File: src/sv/gpr_pkg.sv
// Package for the grid path reachability block.
// Holds cell codes, direction and controller state types, and reset constants.
// No dependencies.
package gpr_pkg;

    localparam logic [1:0] CODE_WALL   = 2'd0;
    localparam logic [1:0] CODE_SOURCE = 2'd1;
    localparam logic [1:0] CODE_DEST   = 2'd2;
    localparam logic [1:0] CODE_OPEN   = 2'd3;

    localparam int         SIDE_BITS  = 5;
    localparam logic [4:0] SIDE_RESET = 5'd16;

    typedef enum logic [1:0] {
        DIR_RIGHT,
        DIR_DOWN,
        DIR_UP,
        DIR_LEFT
    } gpr_dir_t;

    typedef enum logic [2:0] {
        ST_LOAD,
        ST_SCAN_RD,
        ST_SCAN_CHK,
        ST_POP,
        ST_QWAIT,
        ST_NB_RD,
        ST_NB_CHK,
        ST_FINISH
    } gpr_state_t;

endpackage

File: src/sv/gpr_if.sv
// Valid/ready channel interfaces for the grid path reachability block.
// Depends on nothing; one interface for cells in, one for the result out.
interface gpr_in_if;
    logic       valid;
    logic       ready;
    logic [1:0] cell_code;
    logic       last_cell;
    modport source (output valid, output cell_code, output last_cell, input ready);
    modport sink (input valid, input cell_code, input last_cell, output ready);
endinterface

interface gpr_out_if;
    logic valid;
    logic ready;
    logic path_found;
    modport source (output valid, output path_found, input ready);
    modport sink (input valid, input path_found, output ready);
endinterface

File: src/sv/gpr_cell_mem.sv
// Cell memory: per cell a visited flag above the 2-bit cell code.
// Synchronous, one write and one read port, registered read data.
module gpr_cell_mem #(
    parameter int DEPTH = 256,
    parameter int WIDTH = 3
) (
    input  logic                     clk,
    input  logic                     we,
    input  logic [$clog2(DEPTH)-1:0] waddr,
    input  logic [WIDTH-1:0]         wdata,
    input  logic [$clog2(DEPTH)-1:0] raddr,
    output logic [WIDTH-1:0]         rdata
);

    logic [WIDTH-1:0] mem [DEPTH];

    always_ff @(posedge clk)
    begin
        if (we)
        begin
            mem[waddr] <= wdata;
        end
        rdata <= mem[raddr];
    end

endmodule

File: src/sv/gpr_queue_mem.sv
// Search queue memory: row and column of each queued cell.
// Synchronous, one write and one read port, registered read data.
module gpr_queue_mem #(
    parameter int DEPTH = 256,
    parameter int WIDTH = 8
) (
    input  logic                     clk,
    input  logic                     we,
    input  logic [$clog2(DEPTH)-1:0] waddr,
    input  logic [WIDTH-1:0]         wdata,
    input  logic [$clog2(DEPTH)-1:0] raddr,
    output logic [WIDTH-1:0]         rdata
);

    logic [WIDTH-1:0] mem [DEPTH];

    always_ff @(posedge clk)
    begin
        if (we)
        begin
            mem[waddr] <= wdata;
        end
        rdata <= mem[raddr];
    end

endmodule

File: src/sv/grid_path_reachability.sv
// Top level of the grid path reachability block: controller plus two memories.
// Depends on gpr_pkg, gpr_if, gpr_cell_mem and gpr_queue_mem.
//
// Cells are taken one per cycle in row-major order while the block is in its
// load state. After the cell marked last, the block scans the loaded cells for
// sources (a read step and a check step per loaded cell), then runs a
// breadth-first search in which each dequeued cell takes a pop and a queue wait
// step plus a read and a check step for each of its in-grid neighbours, as the
// cell memory has a single read port. The search ends early when a destination
// is reached; one result transfer follows.
// No new cells are taken while a search runs. Loading a cell also clears its
// visited flag, so no clearing pass is needed.
module grid_path_reachability
    import gpr_pkg::*;
#(
    parameter int MAX_SIDE = 16
) (
    input  logic                 clk,
    input  logic                 rst_n,
    input  logic                 cfg_we,
    input  logic [SIDE_BITS-1:0] cfg_data,
    gpr_in_if.sink               cells,
    gpr_out_if.source            result
);

    localparam int CELLS = MAX_SIDE * MAX_SIDE;
    localparam int IW    = $clog2(CELLS);
    localparam int RW    = $clog2(MAX_SIDE);
    localparam int SW    = $clog2(MAX_SIDE + 1);
    localparam int CW    = $clog2(CELLS + 1);
    localparam int QW    = 2 * RW;

    gpr_state_t           state_reg, state_next;
    gpr_dir_t             dir_reg, dir_next;
    logic [SIDE_BITS-1:0] side_length_reg;
    logic [SW-1:0]        side_reg, side_next, side_cur;
    logic [CW-1:0]        load_count_reg, load_count_next, total_cur;
    logic [CW-1:0]        filled_reg, filled_next;
    logic [CW-1:0]        head_reg, head_next, tail_reg, tail_next;
    logic [CW-1:0]        scan_idx_reg, scan_idx_next;
    logic [RW-1:0]        scan_row_reg, scan_row_next, scan_col_reg, scan_col_next;
    logic [RW-1:0]        cur_row_reg, cur_row_next, cur_col_reg, cur_col_next;
    logic [RW-1:0]        nr_reg, nr_next, nc_reg, nc_next;
    logic [IW-1:0]        nidx_reg, nidx_next;
    logic                 found_reg, found_next;
    logic                 out_valid_reg, out_valid_next;
    logic                 path_reg, path_next;

    logic                 store_cell;
    logic                 nb_ok;
    logic [RW-1:0]        nb_row, nb_col;
    logic [CW-1:0]        nb_idx_full;
    logic                 nb_live;
    logic [1:0]           nb_code;

    logic                 cell_we;
    logic [IW-1:0]        cell_waddr, cell_raddr;
    logic [2:0]           cell_wdata, cell_rdata;
    logic                 q_we;
    logic [QW-1:0]        q_wdata, q_rdata;

    gpr_cell_mem #(
        .DEPTH (CELLS),
        .WIDTH (3)
    ) u_cell_mem (
        .clk   (clk),
        .we    (cell_we),
        .waddr (cell_waddr),
        .wdata (cell_wdata),
        .raddr (cell_raddr),
        .rdata (cell_rdata)
    );

    gpr_queue_mem #(
        .DEPTH (CELLS),
        .WIDTH (QW)
    ) u_queue_mem (
        .clk   (clk),
        .we    (q_we),
        .waddr (tail_reg[IW-1:0]),
        .wdata (q_wdata),
        .raddr (head_reg[IW-1:0]),
        .rdata (q_rdata)
    );

    // Side in force: zero counts as one, anything above the maximum is clamped.
    always_comb
    begin
        if (side_length_reg == '0)
        begin
            side_cur = SW'(1);
        end
        else if (int'(side_length_reg) > MAX_SIDE)
        begin
            side_cur = SW'(MAX_SIDE);
        end
        else
        begin
            side_cur = SW'(side_length_reg);
        end
    end

    assign total_cur  = CW'(side_cur) * CW'(side_cur);
    assign store_cell = load_count_reg < total_cur;

    // Neighbour of the current cell in the present direction.
    always_comb
    begin
        nb_row = cur_row_reg;
        nb_col = cur_col_reg;
        nb_ok  = 1'b0;
        unique case (dir_reg)
            DIR_RIGHT:
            begin
                nb_ok  = (SW'(cur_col_reg) + SW'(1)) < side_reg;
                nb_col = cur_col_reg + RW'(1);
            end
            DIR_DOWN:
            begin
                nb_ok  = (SW'(cur_row_reg) + SW'(1)) < side_reg;
                nb_row = cur_row_reg + RW'(1);
            end
            DIR_UP:
            begin
                nb_ok  = cur_row_reg != '0;
                nb_row = cur_row_reg - RW'(1);
            end
            DIR_LEFT:
            begin
                nb_ok  = cur_col_reg != '0;
                nb_col = cur_col_reg - RW'(1);
            end
            default:
            begin
                nb_ok = 1'b0;
            end
        endcase
    end

    assign nb_idx_full = CW'(nb_row) * CW'(side_reg) + CW'(nb_col);

    // Cells past the loaded count read as walls; visited cells are skipped.
    assign nb_live = (CW'(nidx_reg) < filled_reg) && !cell_rdata[2];
    assign nb_code = cell_rdata[1:0];

    assign cell_raddr = (state_reg == ST_NB_RD) ? nb_idx_full[IW-1:0]
                                                : scan_idx_reg[IW-1:0];

    // Next state.
    always_comb
    begin
        state_next = state_reg;
        unique case (state_reg)
            ST_LOAD:
            begin
                if (cells.valid && cells.last_cell)
                begin
                    state_next = ST_SCAN_RD;
                end
            end
            ST_SCAN_RD:
            begin
                state_next = (scan_idx_reg == filled_reg) ? ST_POP : ST_SCAN_CHK;
            end
            ST_SCAN_CHK:
            begin
                state_next = ST_SCAN_RD;
            end
            ST_POP:
            begin
                state_next = (head_reg == tail_reg) ? ST_FINISH : ST_QWAIT;
            end
            ST_QWAIT:
            begin
                state_next = ST_NB_RD;
            end
            ST_NB_RD:
            begin
                if (nb_ok)
                begin
                    state_next = ST_NB_CHK;
                end
                else if (dir_reg == DIR_LEFT)
                begin
                    state_next = ST_POP;
                end
            end
            ST_NB_CHK:
            begin
                if (nb_live && nb_code == CODE_DEST)
                begin
                    state_next = ST_FINISH;
                end
                else
                begin
                    state_next = (dir_reg == DIR_LEFT) ? ST_POP : ST_NB_RD;
                end
            end
            ST_FINISH:
            begin
                if (!out_valid_reg || result.ready)
                begin
                    state_next = ST_LOAD;
                end
            end
            default:
            begin
                state_next = ST_LOAD;
            end
        endcase
    end

    // Datapath and memory controls.
    always_comb
    begin
        dir_next        = dir_reg;
        side_next       = side_reg;
        load_count_next = load_count_reg;
        filled_next     = filled_reg;
        head_next       = head_reg;
        tail_next       = tail_reg;
        scan_idx_next   = scan_idx_reg;
        scan_row_next   = scan_row_reg;
        scan_col_next   = scan_col_reg;
        cur_row_next    = cur_row_reg;
        cur_col_next    = cur_col_reg;
        nr_next         = nr_reg;
        nc_next         = nc_reg;
        nidx_next       = nidx_reg;
        found_next      = found_reg;
        out_valid_next  = out_valid_reg && !result.ready;
        path_next       = path_reg;
        cell_we         = 1'b0;
        cell_waddr      = load_count_reg[IW-1:0];
        cell_wdata      = {1'b0, cells.cell_code};
        q_we            = 1'b0;
        q_wdata         = {scan_row_reg, scan_col_reg};
        unique case (state_reg)
            ST_LOAD:
            begin
                if (cells.valid)
                begin
                    cell_we = store_cell;
                    if (cells.last_cell)
                    begin
                        // A shrunken side can leave more cells loaded than it covers.
                        filled_next     = store_cell ? load_count_reg + CW'(1)
                                                     : total_cur;
                        load_count_next = '0;
                        side_next       = side_cur;
                        head_next       = '0;
                        tail_next       = '0;
                        scan_idx_next   = '0;
                        scan_row_next   = '0;
                        scan_col_next   = '0;
                        found_next      = 1'b0;
                    end
                    else if (store_cell)
                    begin
                        load_count_next = load_count_reg + CW'(1);
                    end
                end
            end
            ST_SCAN_RD:
            begin
            end
            ST_SCAN_CHK:
            begin
                if (cell_rdata[1:0] == CODE_SOURCE)
                begin
                    cell_we    = 1'b1;
                    cell_waddr = scan_idx_reg[IW-1:0];
                    cell_wdata = {1'b1, CODE_SOURCE};
                    q_we       = 1'b1;
                    tail_next  = tail_reg + CW'(1);
                end
                scan_idx_next = scan_idx_reg + CW'(1);
                if ((SW'(scan_col_reg) + SW'(1)) == side_reg)
                begin
                    scan_col_next = '0;
                    scan_row_next = scan_row_reg + RW'(1);
                end
                else
                begin
                    scan_col_next = scan_col_reg + RW'(1);
                end
            end
            ST_POP:
            begin
                if (head_reg != tail_reg)
                begin
                    head_next = head_reg + CW'(1);
                end
            end
            ST_QWAIT:
            begin
                cur_row_next = q_rdata[QW-1:RW];
                cur_col_next = q_rdata[RW-1:0];
                dir_next     = DIR_RIGHT;
            end
            ST_NB_RD:
            begin
                if (nb_ok)
                begin
                    nidx_next = nb_idx_full[IW-1:0];
                    nr_next   = nb_row;
                    nc_next   = nb_col;
                end
                else if (dir_reg != DIR_LEFT)
                begin
                    dir_next = gpr_dir_t'(dir_reg + 2'd1);
                end
            end
            ST_NB_CHK:
            begin
                if (nb_live && nb_code == CODE_DEST)
                begin
                    found_next = 1'b1;
                end
                else
                begin
                    if (nb_live && nb_code == CODE_OPEN)
                    begin
                        cell_we    = 1'b1;
                        cell_waddr = nidx_reg;
                        cell_wdata = {1'b1, CODE_OPEN};
                        q_we       = 1'b1;
                        q_wdata    = {nr_reg, nc_reg};
                        tail_next  = tail_reg + CW'(1);
                    end
                    if (dir_reg != DIR_LEFT)
                    begin
                        dir_next = gpr_dir_t'(dir_reg + 2'd1);
                    end
                end
            end
            ST_FINISH:
            begin
                if (!out_valid_reg || result.ready)
                begin
                    out_valid_next = 1'b1;
                    path_next      = found_reg;
                end
            end
            default:
            begin
            end
        endcase
    end

    always_ff @(posedge clk or negedge rst_n)
    begin
        if (!rst_n)
        begin
            state_reg       <= ST_LOAD;
            side_length_reg <= SIDE_RESET;
            load_count_reg  <= '0;
            head_reg        <= '0;
            tail_reg        <= '0;
            out_valid_reg   <= 1'b0;
        end
        else
        begin
            state_reg      <= state_next;
            load_count_reg <= load_count_next;
            head_reg       <= head_next;
            tail_reg       <= tail_next;
            out_valid_reg  <= out_valid_next;
            if (cfg_we)
            begin
                side_length_reg <= cfg_data;
            end
        end
    end

    always_ff @(posedge clk)
    begin
        dir_reg      <= dir_next;
        side_reg     <= side_next;
        filled_reg   <= filled_next;
        scan_idx_reg <= scan_idx_next;
        scan_row_reg <= scan_row_next;
        scan_col_reg <= scan_col_next;
        cur_row_reg  <= cur_row_next;
        cur_col_reg  <= cur_col_next;
        nr_reg       <= nr_next;
        nc_reg       <= nc_next;
        nidx_reg     <= nidx_next;
        found_reg    <= found_next;
        path_reg     <= path_next;
    end

    assign cells.ready       = state_reg == ST_LOAD;
    assign result.valid      = out_valid_reg;
    assign result.path_found = path_reg;

    // The queue is never read beyond what was written in this search.
    a_head_le_tail: assert property (@(posedge clk) disable iff (!rst_n)
        head_reg <= tail_reg)
        else $error("queue head passed the tail");

    // A result only appears on leaving the finishing state.
    a_result_after_finish: assert property (@(posedge clk) disable iff (!rst_n)
        $rose(out_valid_reg) |-> $past(state_reg == ST_FINISH))
        else $error("result raised outside the finishing state");

    // Loading never counts past the largest grid.
    a_load_bound: assert property (@(posedge clk) disable iff (!rst_n)
        int'(load_count_reg) <= CELLS)
        else $error("load count beyond grid capacity");

    // A cell marked last always starts the source scan.
    a_last_starts_scan: assert property (@(posedge clk) disable iff (!rst_n)
        (cells.valid && cells.ready && cells.last_cell) |=> state_reg == ST_SCAN_RD)
        else $error("last cell did not start the search");

endmodule

File: src/flat_wrapper.sv
// flat-port wrapper written by rule: the top's interface ports become plain ports
module grid_path_reachability_flat import gpr_pkg::*;
#(
    parameter int MAX_SIDE = 16
)
  (clk, rst_n, cfg_we, cfg_data, cells_valid, cells_cell_code, cells_last_cell, cells_ready, result_valid, result_path_found, result_ready);
  gpr_in_if cells_i ();
  gpr_out_if result_i ();
  input  logic clk;
  input  logic rst_n;
  input  logic cfg_we;
  input  logic [SIDE_BITS-1:0] cfg_data;
  input wire logic [$bits(cells_i.valid)-1:0] cells_valid;
  input wire logic [$bits(cells_i.cell_code)-1:0] cells_cell_code;
  input wire logic [$bits(cells_i.last_cell)-1:0] cells_last_cell;
  output wire logic [$bits(cells_i.ready)-1:0] cells_ready;
  output wire logic [$bits(result_i.valid)-1:0] result_valid;
  output wire logic [$bits(result_i.path_found)-1:0] result_path_found;
  input wire logic [$bits(result_i.ready)-1:0] result_ready;
  assign cells_i.valid = cells_valid;
  assign cells_i.cell_code = cells_cell_code;
  assign cells_i.last_cell = cells_last_cell;
  assign cells_ready = cells_i.ready;
  assign result_valid = result_i.valid;
  assign result_path_found = result_i.path_found;
  assign result_i.ready = result_ready;
  grid_path_reachability #(.MAX_SIDE(MAX_SIDE)) u_core (.clk(clk), .rst_n(rst_n), .cfg_we(cfg_we), .cfg_data(cfg_data), .cells(cells_i), .result(result_i));
endmodule
File: config.mk
export PLATFORM = sky130hd
export DESIGN_NAME = grid_path_reachability_flat
export DESIGN_NICKNAME = d
export VERILOG_FILES = /design/src/sv/gpr_pkg.sv /design/src/sv/gpr_if.sv /design/src/sv/gpr_cell_mem.sv /design/src/sv/gpr_queue_mem.sv /design/src/sv/grid_path_reachability.sv /design/src/flat_wrapper.sv
export SDC_FILE = /design/constraint.sdc
export NUM_CORES = 2
export LEC_CHECK = 0
export ABC_AREA = 1
export BUFFER_PORTS_ARGS = -buffer_cell sky130_fd_sc_hd__buf_2
export CORE_MARGIN = 3
export CORE_UTILIZATION = 40
export DETAILED_ROUTE_END_ITERATION = 10
export HOLD_SLACK_MARGIN = 0.1
export PLACE_DENSITY = 0.56
export SYNTH_ARGS = -nofsm -noshare
export SYNTH_HDL_FRONTEND = slang
export SYNTH_SLANG_ARGS = --single-unit
File: constraint.sdc
create_clock -name clk -period 16.7 [get_ports clk]
set_clock_uncertainty 0.1 [all_clocks]
set_input_delay 1.67 -clock clk [delete_from_list [all_inputs] [get_ports clk]]
set_output_delay 1.67 -clock clk [all_outputs]
set_load 0.02 [all_outputs]
==> flow_summary.rst <==
.. list-table::
   :header-rows: 1

   * - Metric
     - Value
   * - Status
     - complete, no violations
   * - CTS max path bufs
     - 4
   * - Setup total negative slack
     - 0 ps
   * - GRT Resource Usage Total
     - 0.216
   * - Final routed DRC violation total
     - 0
   * - Area of all sequential standard cells
     - 87,500 um2
   * - Antenna violations before repair
     - 10
   * - Avg WL per Cell
     - 24.2 um
   * - Final max-slew violation count
     - 0
   * - Cell chosen for the clock root
     - sky130_fd_sc_hd__clkbuf_16
   * - Sum of routed wire length over all layers
     - 350,000 um
   * - Post-synth design cell area
     - 123,000 um2
   * - Critical-path maximum fanout
     - 54
   * - # Post-CTS Setup Buffers
     - 0
   * - Setup violation total in the final timing report
     - 0
   * - Met3 Track Usage GR
     - 0.0378
   * - Number of I/O port buffers
     - 15
   * - Initial drt markers
     - 9,428
   * - Data arrival, critical path
     - 7490 ps
   * - Top Ports
     - 16
   * - Power density over the cells
     - 174 nW/um2
   * - Number of enable flip-flop cells after synthesis
     - 2,875
   * - Critical path origin
     - u_core.dir_reg[0]
   * - First-pass GRT wire length
     - 515,000 um
   * - Register clock-pin slew on the reported worst setup and hold paths
     - 60 ps
   * - Synth Instances
     - 10.4k
   * - Class of the tightest hold or removal check
     - reg2reg
   * - Critical path data required time
     - 17,370 ps
   * - Max capacitance violation total
     - 0
   * - Most utilized layer in the global route result
     - met2
   * - DP HPWL
     - 195,000 um
   * - Number of rows in the core area
     - 202
   * - Ys Warns
     - 0
   * - Inserted Clock Buffers
     - 312
   * - Maximum achievable frequency
     - 0.147 GHz
   * - Number of synthesized register bits
     - 2,922
   * - Unrepaired setup endpoints after global routing
     - false
   * - Hold wc startpoint
     - u_core.u_queue_mem.rdata[7]
   * - Core area
     - 304,000 um2
   * - Number of global-route vias before repair
     - 76.9k
   * - Startpoint type of the worst setup path
     - register
   * - Largest register FFs
     - 2,048
   * - Top reg by flops
     - u_core.u_queue_mem.mem
   * - Remaining Overflow, GRT
     - 0
   * - Number of nets at the end of the flow
     - 10.2k
   * - Part of the cycle the worst path needs
     - 0.408
   * - Worst Path Class, Setup
     - reg2reg
   * - Worst supply voltage drop on vdd
     - 0.000215 V
   * - Leading registers by flop count
     - u_core.u_queue_mem.mem x2048, u_core.u_cell_mem.mem x768
   * - Routed vias
     - 81.0k
   * - Fraction of the yosys area taken by sequential cells
     - 0.713
   * - Main synth FF type
     - sky130_fd_sc_hd__edfxtp_1
   * - Launch instance of the worst register-to-register path
     - u_core.dir_reg[0]
   * - Ys async rst share
     - 0.0123
   * - TritonCTS clock tree
     - built
   * - Starting density of the core
     - 0.403
   * - Die span in y
     - 560 um
   * - Area taken by multi-input logic gates
     - 29,900 um2
   * - Latest clock arrival within the worst-skew pair
     - 870 ps
   * - Die ar.
     - 313,000 um2
   * - Final Hold Vio Count
     - 0
   * - H-tree level count
     - 5
   * - Met2 Track Usage GR
     - 0.337
   * - Leakage power
     - 46.2 nW
   * - Maximum number of pins on one net before global-route repair
     - 211
   * - CTS sink cnt
     - 2,922
   * - Die W
     - 560 um
   * - Average size of a mapped cell
     - 11.8 um2
   * - Post-layout min period
     - 6820 ps
   * - Met1 Usage GRT
     - 0.312
   * - Sort of element at the end of the critical path
     - register
   * - Fraction of final layout cells sized beyond drive strength 1
     - 0.0647
   * - Number of fill cells
     - 27.6k
   * - Worst slew margin relative to its limit
     - 0.185
   * - Number of routed nets with antenna violations
     - 0
   * - Global placement routability congestion
     - 0.863
   * - Mean number of vias per cell
     - 5.61
   * - Actual slew at the worst max-slew pin
     - 1220 ps
   * - Number of distinct standard cells referenced by the synthesized netlist
     - 60
   * - Area Overhead vs Synth
     - 10.6%
   * - Number of cells upsized or downsized after cts
     - 0
   * - Minimum hold slack
     - 303 ps
   * - First-pass detailed-route iteration total
     - 8
   * - Number of buffers inserted by hold repair at cts
     - 0
cells in the mapped netlist (8+ instances only):
library cell / n / share of area
sky130_fd_sc_hd__nand2_2: 25 / 0.0013
sky130_fd_sc_hd__o221ai_1: 152 / 0.011
sky130_fd_sc_hd__fa_1: 13 / 0.0021
sky130_fd_sc_hd__nor3_1: 22 / 0.00090
sky130_fd_sc_hd__inv_1: 632 / 0.019
sky130_fd_sc_hd__o21ai_0: 1107 / 0.045
sky130_fd_sc_hd__buf_6: 18 / 0.0017
sky130_fd_sc_hd__nand3_4: 17 / 0.0024
sky130_fd_sc_hd__edfxtp_1: 2875 / 0.70
sky130_fd_sc_hd__nor2_2: 12 / 0.00061
sky130_fd_sc_hd__xor2_1: 26 / 0.0019
sky130_fd_sc_hd__a22oi_1: 8 / 0.00049
sky130_fd_sc_hd__o211ai_1: 127 / 0.0078
sky130_fd_sc_hd__xnor2_1: 13 / 0.00093
sky130_fd_sc_hd__dfxtp_1: 11 / 0.0018
sky130_fd_sc_hd__nor2_1: 1675 / 0.051
sky130_fd_sc_hd__buf_1: 60 / 0.0018
sky130_fd_sc_hd__dfrtp_1: 35 / 0.0071
sky130_fd_sc_hd__nand3b_1: 84 / 0.0051
sky130_fd_sc_hd__nor2_4: 9 / 0.00083
sky130_fd_sc_hd__o22ai_1: 314 / 0.016
sky130_fd_sc_hd__nand2_1: 1255 / 0.038
sky130_fd_sc_hd__buf_2: 152 / 0.0062
sky130_fd_sc_hd__inv_2: 13 / 0.00040
sky130_fd_sc_hd__clkbuf_1: 458 / 0.014
sky130_fd_sc_hd__nand3_1: 943 / 0.038
sky130_fd_sc_hd__a21oi_1: 133 / 0.0054
sky130_fd_sc_hd__nand4_1: 34 / 0.0017
sky130_fd_sc_hd__ha_1: 71 / 0.0072
critical path, cell delays in order, from the launching register on:
cell and delay (ps):
sky130_fd_sc_hd__edfxtp_1 410, sky130_fd_sc_hd__inv_1 100, sky130_fd_sc_hd__ha_1 290, sky130_fd_sc_hd__fa_1 510
sky130_fd_sc_hd__nand2_1 50, sky130_fd_sc_hd__o21ai_1 250, sky130_fd_sc_hd__inv_1 100, sky130_fd_sc_hd__nor2_1 100
sky130_fd_sc_hd__ha_1 240, sky130_fd_sc_hd__ha_1 280, sky130_fd_sc_hd__inv_1 40, sky130_fd_sc_hd__fa_1 520
sky130_fd_sc_hd__fa_1 490, sky130_fd_sc_hd__o21ai_4 640, sky130_fd_sc_hd__clkinv_2 840, sky130_fd_sc_hd__buf_4 600
sky130_fd_sc_hd__nand3_1 180, sky130_fd_sc_hd__nand3_1 120, sky130_fd_sc_hd__nand3_1 140, sky130_fd_sc_hd__nand3_1 210
sky130_fd_sc_hd__nand3_1 180, sky130_fd_sc_hd__nand3_1 150, sky130_fd_sc_hd__nand2_1 110
layer usage:
metal	part of all wire	wire length, um	vias to the layer above
li1	-	-	36500
met1	0.43	152000	40700
met2	0.46	160000	3263
met3	0.082	28500	565
met4	0.030	10400	0
met5	0	0	-
placed cells by master (no fill, tap or decap), drive strengths merged, types with 13 or more instances in the layout:
| cell type | n |
|---|---|
| o211ai | 127 |
| o221ai | 152 |
| o22ai | 314 |
| nand4 | 34 |
| clkinv | 125 |
| ha | 71 |
| xor2 | 26 |
| nor2 | 1699 |
| buf | 137 |
| inv | 657 |
| fa | 13 |
| o21ai | 1112 |
| nand2 | 1283 |
| xnor2 | 13 |
| nand3b | 84 |
| dfrtp | 35 |
| bufinv | 14 |
| edfxtp | 2875 |
| a21oi | 134 |
| nand3 | 963 |
| clkbuf | 398 |
| nor3 | 22 |
cell type report:
class / count / share of cell area
sequential: 2922 / 0.645
clock inverter: 152 / 0.00913
timing repair buffer: 137 / 0.00842
multi-input combinational: 6093 / 0.221
antenna: 5 / 0.0000923
inverter: 650 / 0.0182
tap: 4080 / 0.0377
clock buffer: 398 / 0.0604
metrics by stage:
step / total power (W) / instance area (um2) / util / worst slack [ps] / cells
after CTS: 0.0236 / 136000 / 0.446 / 9900 / 14400
final: 0.0236 / 136000 / 0.446 / 9880 / 14400
after floorplan: 0.0142 / 123000 / - / 3060 / 10400
after global routing: 0.0247 / 136000 / 0.446 / 9510 / 14400
after global placement: 0.0171 / 126000 / 0.415 / 10080 / 13900
after detailed placement: 0.0171 / 126000 / 0.415 / 9950 / 13900
where the power goes:
part           switching, W  internal, W
clock network       0.00283      0.00369
logic               0.00622      0.00204
registers          0.000149      0.00866
cell families (layout without fill, tap and decap cells):
family / Yosys count / after routing / share of synthesized area
and+or+nand+nor: 4101 / 4101 / 0.143
DFF: 2922 / 2922 / 0.713
AOI/OAI and AO/OA: 1865 / 1865 / 0.0872
buffers and inverters: 1342 / 1337 / 0.0440
adders and majority gates: 84 / 84 / 0.00937
xor gates and xnor gates: 39 / 39 / 0.00279
other: 1 / 8 / 0.0000306
muxes: 1 / 1 / 0.0000918
worst paths after layout:
path	end	slack (ps)	cells after the start
setup / recovery	u_core.u_cell_mem.rdata[0]	9880	22
hold / removal	u_core.cur_row_reg[3]	300	0
setup reg to reg	u_core.u_cell_mem.rdata[0]	9880	22
hold reg to reg	u_core.cur_row_reg[3]	300	0
max in group asynchronous	u_core.head_reg[2]	15090	2
min in group asynchronous	u_core.load_count_reg[5]	870	2
(Power assumes the default switching activity.)
